==> config.mk <==
export PLATFORM = sky130hd
export DESIGN_NAME = icy_metadata_stream_deframer_unit
export DESIGN_NICKNAME = d
export VERILOG_FILES = /design/src/sv/icy_msd_pkg.sv /design/src/sv/icy_metadata_stream_deframer_unit.sv /design/src/sv/icy_msd_apb.sv /design/src/sv/icy_msd_core.sv
export SDC_FILE = /design/constraint.sdc
export NUM_CORES = 1
export LEC_CHECK = 0
export ABC_AREA = 1
export BUFFER_PORTS_ARGS = -buffer_cell sky130_fd_sc_hd__buf_2
export CORE_UTILIZATION = 45
export CTS_BUF_LIST = sky130_fd_sc_hd__clkbuf_8
export DETAILED_ROUTE_END_ITERATION = 16
export GPL_TIMING_DRIVEN = 0
export PLACE_DENSITY = 0.68
export RECOVER_POWER = 50
export SLEW_MARGIN = 10
export SYNTH_ARGS = -nofsm -noshare
export SYNTH_HDL_FRONTEND = slang
export SYNTH_SLANG_ARGS = --single-unit
==> constraint.sdc <==
create_clock -name clk -period 2.4 [get_ports clk]
set_clock_uncertainty 0.05 [all_clocks]
set_input_delay 0 -clock clk [delete_from_list [all_inputs] [get_ports clk]]
set_output_delay 0 -clock clk [all_outputs]
set_load 0.02 [all_outputs]
==> src/sv/icy_msd_pkg.sv <==
package icy_msd_pkg;

    localparam int BYTE_W     = 8;
    localparam int INTERVAL_W = 20;
    localparam int SIZE_W     = 12;
    localparam int KIND_W     = 2;
    localparam int APB_ADDR_W = 3;
    localparam int APB_DATA_W = 32;

    // Tag codes carried on byte_kind.
    localparam logic [KIND_W-1:0] KIND_AUDIO  = 2'd0;
    localparam logic [KIND_W-1:0] KIND_LENGTH = 2'd1;
    localparam logic [KIND_W-1:0] KIND_META   = 2'd2;

    // Deframer phase codes.
    localparam logic PHASE_AUDIO = 1'b0;
    localparam logic PHASE_META  = 1'b1;

    // Register byte addresses.
    localparam logic [APB_ADDR_W-1:0] ADDR_META_INTERVAL = 3'd0;

    typedef struct packed {
        logic [BYTE_W-1:0] data;
        logic [KIND_W-1:0] kind;
        logic              last;
        logic [SIZE_W-1:0] size;
    } icy_msd_result_t;

endpackage

==> src/sv/icy_metadata_stream_deframer_unit.sv <==
// ICY metadata stream deframer.
// Input channel: in_valid / in_stall with one raw stream byte on data_byte.
// Output channel: out_valid / out_stall with the byte on out_byte, its tag on
// byte_kind (audio, length or metadata), meta_last on the final byte of a
// metadata block or on a zero length byte, and meta_size on a length byte.
// A request is taken at a clock edge where valid is high and stall is low.
// The meta_interval register (APB, offset 0) sets the audio bytes between
// blocks; zero passes every byte as audio. Write it only while idle.
// An accepted byte is loaded into the input register, and it moves on into
// the result register, where it can be taken, once that register is free.
// Throughput is one byte per cycle while the receiver does not stall; the
// counters update as each byte moves on into the result register.
// When the receiver stalls, the result holds and the input register fills,
// after which in_stall rises until the result is taken.
// Reset clears both registers' valid flags, the counters and the interval,
// so the block starts in the audio phase with metadata disabled.
module icy_metadata_stream_deframer_unit
    import icy_msd_pkg::*;
(
    input  logic                  clk,
    input  logic                  rst_n,
    input  logic                  psel,
    input  logic                  penable,
    input  logic                  pwrite,
    input  logic [APB_ADDR_W-1:0] paddr,
    input  logic [APB_DATA_W-1:0] pwdata,
    output logic [APB_DATA_W-1:0] prdata,
    output logic                  pready,
    input  logic                  in_valid,
    output logic                  in_stall,
    input  logic [BYTE_W-1:0]     data_byte,
    output logic                  out_valid,
    input  logic                  out_stall,
    output logic [BYTE_W-1:0]     out_byte,
    output logic [KIND_W-1:0]     byte_kind,
    output logic                  meta_last,
    output logic [SIZE_W-1:0]     meta_size
);

    logic [INTERVAL_W-1:0] meta_interval;
    logic                  in_valid_reg;
    logic                  in_valid_next;
    logic [BYTE_W-1:0]     in_byte_reg;
    logic                  out_valid_reg;
    logic                  out_valid_next;
    icy_msd_result_t       result;
    icy_msd_result_t       result_reg;
    logic                  out_free;
    logic                  advance;
    logic                  in_take;

    icy_msd_apb u_apb (
        .clk           (clk),
        .rst_n         (rst_n),
        .psel          (psel),
        .penable       (penable),
        .pwrite        (pwrite),
        .paddr         (paddr),
        .pwdata        (pwdata),
        .prdata        (prdata),
        .pready        (pready),
        .meta_interval (meta_interval)
    );

    icy_msd_core u_core (
        .clk           (clk),
        .rst_n         (rst_n),
        .advance       (advance),
        .data_byte     (in_byte_reg),
        .meta_interval (meta_interval),
        .result        (result)
    );

    assign out_free = !out_valid_reg || !out_stall;
    assign advance  = in_valid_reg && out_free;
    assign in_stall = in_valid_reg && !out_free;
    assign in_take  = in_valid && !in_stall;

    always_comb
    begin
        in_valid_next = in_valid_reg;
        if (in_take)
        begin
            in_valid_next = 1'b1;
        end
        else if (advance)
        begin
            in_valid_next = 1'b0;
        end

        out_valid_next = out_valid_reg;
        if (advance)
        begin
            out_valid_next = 1'b1;
        end
        else if (out_free)
        begin
            out_valid_next = 1'b0;
        end
    end

    always_ff @(posedge clk or negedge rst_n)
    begin
        if (!rst_n)
        begin
            in_valid_reg  <= 1'b0;
            out_valid_reg <= 1'b0;
        end
        else
        begin
            in_valid_reg  <= in_valid_next;
            out_valid_reg <= out_valid_next;
        end
    end

    always_ff @(posedge clk)
    begin
        if (in_take)
        begin
            in_byte_reg <= data_byte;
        end
        if (advance)
        begin
            result_reg <= result;
        end
    end

    assign out_valid = out_valid_reg;
    assign out_byte  = result_reg.data;
    assign byte_kind = result_reg.kind;
    assign meta_last = result_reg.last;
    assign meta_size = result_reg.size;

endmodule

==> src/sv/icy_msd_apb.sv <==
module icy_msd_apb
    import icy_msd_pkg::*;
(
    input  logic                  clk,
    input  logic                  rst_n,
    input  logic                  psel,
    input  logic                  penable,
    input  logic                  pwrite,
    input  logic [APB_ADDR_W-1:0] paddr,
    input  logic [APB_DATA_W-1:0] pwdata,
    output logic [APB_DATA_W-1:0] prdata,
    output logic                  pready,
    output logic [INTERVAL_W-1:0] meta_interval
);

    logic [INTERVAL_W-1:0] meta_interval_reg;
    logic [INTERVAL_W-1:0] meta_interval_next;
    logic                  wr_hit;

    assign pready = 1'b1;
    assign wr_hit = psel && penable && pwrite && (paddr == ADDR_META_INTERVAL);

    always_comb
    begin
        meta_interval_next = meta_interval_reg;
        if (wr_hit)
        begin
            meta_interval_next = pwdata[INTERVAL_W-1:0];
        end
    end

    always_ff @(posedge clk or negedge rst_n)
    begin
        if (!rst_n)
        begin
            meta_interval_reg <= '0;
        end
        else
        begin
            meta_interval_reg <= meta_interval_next;
        end
    end

    always_comb
    begin
        prdata = '0;
        if (paddr == ADDR_META_INTERVAL)
        begin
            prdata = {{(APB_DATA_W-INTERVAL_W){1'b0}}, meta_interval_reg};
        end
    end

    assign meta_interval = meta_interval_reg;

endmodule

==> src/sv/icy_msd_core.sv <==
module icy_msd_core
    import icy_msd_pkg::*;
(
    input  logic                  clk,
    input  logic                  rst_n,
    input  logic                  advance,
    input  logic [BYTE_W-1:0]     data_byte,
    input  logic [INTERVAL_W-1:0] meta_interval,
    output icy_msd_result_t       result
);

    logic                  phase_reg;
    logic                  phase_next;
    logic [INTERVAL_W-1:0] audio_count_reg;
    logic [INTERVAL_W-1:0] audio_count_next;
    logic [SIZE_W-1:0]     meta_remaining_reg;
    logic [SIZE_W-1:0]     meta_remaining_next;
    logic [SIZE_W-1:0]     remaining_dec;
    logic [SIZE_W-1:0]     block_size;

    assign remaining_dec = (meta_remaining_reg != '0) ? (meta_remaining_reg - SIZE_W'(1))
                                                      : meta_remaining_reg;
    assign block_size    = {data_byte, 4'b0000};

    always_comb
    begin
        result.data         = data_byte;
        result.kind         = KIND_AUDIO;
        result.last         = 1'b0;
        result.size         = '0;
        phase_next          = phase_reg;
        audio_count_next    = audio_count_reg;
        meta_remaining_next = meta_remaining_reg;

        if (meta_interval == '0)
        begin
            // Metadata disabled: any block in progress is dropped.
            phase_next          = PHASE_AUDIO;
            audio_count_next    = '0;
            meta_remaining_next = '0;
        end
        else if (phase_reg == PHASE_META)
        begin
            result.kind         = KIND_META;
            meta_remaining_next = remaining_dec;
            if (remaining_dec == '0)
            begin
                result.last      = 1'b1;
                phase_next       = PHASE_AUDIO;
                audio_count_next = '0;
            end
        end
        else if (audio_count_reg < meta_interval)
        begin
            phase_next       = PHASE_AUDIO;
            audio_count_next = audio_count_reg + INTERVAL_W'(1);
        end
        else
        begin
            result.kind      = KIND_LENGTH;
            result.size      = block_size;
            audio_count_next = '0;
            if (data_byte == '0)
            begin
                // An empty block ends on its own length byte.
                result.last = 1'b1;
                phase_next  = PHASE_AUDIO;
            end
            else
            begin
                phase_next          = PHASE_META;
                meta_remaining_next = block_size;
            end
        end
    end

    always_ff @(posedge clk or negedge rst_n)
    begin
        if (!rst_n)
        begin
            phase_reg          <= PHASE_AUDIO;
            audio_count_reg    <= '0;
            meta_remaining_reg <= '0;
        end
        else if (advance)
        begin
            phase_reg          <= phase_next;
            audio_count_reg    <= audio_count_next;
            meta_remaining_reg <= meta_remaining_next;
        end
    end

endmodule

==> impl_metrics.csv <==
group,metric,value,unit
yosys,syn_area,4970,µm²
timing,slew_violations,0,
placement,portBuffers,78,
run,drv_cap,0,
placement,dpl_cell_area,5600,µm²
detailed_routing,ant_nets,0,
grt,antenna_found_initial,0,
power_and_ir_drop,power.switching,1.21,mW
timing,worst_slack,0.133,ns
yosys,synth_cell_types,32,
clocking,tritoncts,"built",
clocking,cts_buffer_depth,2,
grt,grt_usage,22.9,%
worst_setup_path,crit_required,2.47,ns
power_and_ir_drop,ir_drop,0.308,mV
placement,place_hpwl,9060,µm
clocking,insertion_delay,0.38,ns
cells_and_area,final_core_util,56.9,%
timing,hold_viol_final,0,
floorplan,die-width,107,µm
timing,worstMarginPinSlew,1.48,ns
timing,max_freq,0.441,GHz
placement,post-place-ws,-0.00678,ns
timing,fin_crit_sh,94.4,%
detailed_routing,drt_iter0_drc,335,
cells_and_area,fin_cells,942,
power_and_ir_drop,clockPowerShare,28.6,%
floorplan,fp-row-count,38,
detailed_routing,totalWireLength,12800,µm
cells_and_area,fillers,1049,
power_and_ir_drop,power.density,569,nW/µm²
detailed_routing,vias,4674,
power_and_ir_drop,p_int,2.29,mW
clocking,cts.sinks,82,
detailed_routing,remaining_drc_errors,0,
grt,overflow,0,
yosys,synth.ff_latch_count,82,
power_and_ir_drop,swShare,34.6,%
worst_setup_path,startpoint_type,"flop",
cells_and_area,layout.area.seq,2190,µm²
cells_and_area,antenna_cells,0,
cells_and_area,layout.nets,868,
timing,slew_headroom,1.20,%
floorplan,fp.dieArea,11500,µm²
floorplan,io_pins,108,
floorplan,initial_core_util,46.1,%
placement,place_congestion,0.904,
yosys,syn_inst,659,
timing,setup_tns,0,ns
worst_setup_path,cp.arrival,2.33,ns
grt,grt_pass1_wl,20600,µm
worst_setup_path,cp-end-kind,"flop",
timing,setup_violations,0,
yosys,syn_avg_cell_area,7.55,µm²
cells_and_area,area_delta_synth_final,23.4,%
detailed_routing,drtPass1Iterations,5,
power_and_ir_drop,p_leak,3.08,nW
clocking,cts_made_buffers,9,
cells_and_area,drive_gt1_share,16.0,%
yosys,yosysWarningCount,0,
timing,grt_setup_unrepaired,"true",
floorplan,core_area,10800,µm²
run_status,outcome,"finished clean",
floorplan,die_h,107,µm
detailed_routing,viasPerCell,4.96,
worst_hold_path,hp-class,"input port to flop",
timing,period_needed,2.27,ns
grt,first_global_vias,4339,
worst_setup_path,crit_fanout,10,
power_and_ir_drop,combPwrFrac,22.4,%
clocking,htree_levels,3,
cells_and_area,multi_input_area,2350,µm²
clocking,root_buffer,"clkbuf_8",
placement,dp_cells,892,
detailed_routing,wl_per_cell,13.5,µm
power_and_ir_drop,sequentialPowerShare,49.0,%
cells_and_area,fin_area,6140,µm²
worst_setup_path,worstSetupPathType,"flop to flop",
yosys,seq_area_frac_synth,44.0,%
grt,grt_start_max_net_pins,56,
clocking,clkTransAtPathRegs,0.10,ns
[layout by cell type, fill, tap and decap left out, drive strengths merged, types with 13 or more instances in the layout]
cell type	instances
nand2	175
nor2	98
buf	83
inv	80
nand3	65
dfrtp	55
o21ai	46
clkbuf	43
dlygate4sd3	31
edfxtp	27
ha	21
conb	17
xor2	13
[metal layers]
| metal | track usage, % | vias to the layer above | share of wire (%) |
|---|---|---|---|
| met3 | 2.43 | 16 | 4.0 |
| met1 | 31.7 | 2175 | 47 |
| met5 | 0 | - | 0 |
| met2 | 37.0 | 127 | 47 |
| met4 | 8.61 | 0 | 1.5 |
| li1 | - | 2356 | - |
[per-stage QoR]
| stage | hold slack [ns] | total power, mW |
|---|---|---|
| 2_1_floorplan | -0.346 | 2.24 |
| 3_3_place_gp | 0.127 | 2.47 |
| 3_5_place_dp | 0.0687 | 2.49 |
| 4_1_cts | 0.201 | 3.51 |
| 5_1_grt | 0.287 | 3.69 |
| 6_report | 0.199 | 3.49 |
[worst max-delay path, cell delays in order, from the launching register on]
cell and delay, ns:
dfrtp_2 0.48, ha_1 0.31, a21oi_1 0.15, o21ai_0 0.13, a21oi_1 0.20, nand2_1 0.07
nor2_1 0.12, clkbuf_4 0.24, nor2_4 0.06, inv_2 0.11, o22ai_1 0.09
[cell type report]
class / instances / area share, %
inverters: 77 / 4.75
clock buffers: 9 / 2.02
clock inverters: 7 / 0.979
multi-input cells: 478 / 38.3
well taps: 140 / 2.85
plain buffers: 37 / 4.06
repair inverters: 1 / 0.122
flip-flops and latches: 82 / 35.7
repair buffers: 111 / 11.3
[kinds of logic after synthesis]
family / after synthesis / synth area share (%)
AO/OA/AOI/OAI: 66 / 6.97
XOR/XNOR: 17 / 2.99
adder cells (fa/ha/maj): 21 / 5.28
buffers and inverters: 114 / 10.6
flip-flops: 82 / 44.0
other: 2 / 0.151
AND/OR/NAND/NOR: 357 / 30.0
[final timing paths]
kind,slack [ns],depth (start not counted),start,to
worst max-delay path,0.13,10,u_core.audio_count_reg[15]$_DFFE_PN0P_,meta_last$_SDFFCE_PN0P_
worst min-delay path,0.20,5,penable,u_apb.meta_interval[16]$_DFFE_PN0P_
worst max register to register,0.13,10,u_core.audio_count_reg[15]$_DFFE_PN0P_,meta_last$_SDFFCE_PN0P_
worst min register to register,0.44,0,in_byte_reg[3]$_DFFE_PP_,out_byte[3]$_DFFE_PP_
max in group asynchronous,0.84,2,rst_n,u_core.audio_count_reg[17]$_DFFE_PN0P_
min in group asynchronous,0.43,2,rst_n,u_core.meta_remaining_reg[10]$_DFFE_PN0P_
[power groups by stage]
| stage | logic (mW) | clock network, mW | registers [mW] |
|---|---|---|---|
| final | 0.784 | 0.998 | 1.71 |
| after global placement | 0.728 | 0 | 1.74 |
| after global routing | 0.897 | 1.06 | 1.73 |
| after detailed placement | 0.751 | 0 | 1.74 |
| after floorplan | 0.493 | 0 | 1.75 |
| after CTS | 0.793 | 1.00 | 1.71 |
[Yosys cell counts (all sizes together)]
master	n	share of area, %
nor2	98	7.8
o21ai	46	4.6
dfrtp	55	28
xnor2	4	0.70
o21a	1	0.15
and3	1	0.13
inv	76	5.7
nand4	8	1.0
nor3	6	0.60
o22ai	8	1.0
nand2	175	13
ha	21	5.3
or3	1	0.13
xor2	13	2.3
edfxtp	27	16
and2	1	0.13
buf	27	4.0
clkbuf	10	0.75
nand3	65	6.5
nor4	2	0.25
clkinv	1	0.075
conb	2	0.15
a21oi	11	1.2
[repair_timing]
item,4_1_cts,5_1_grt
resized for setup,2,18
endpoints found under the setup margin,25,41
pin swaps,0,4
setup buffers,0,2
hold buffers,31,0
hold endpoints to repair,85,0
gates cloned,0,1
No activity file was read; power rests on OpenSTA's default activity.
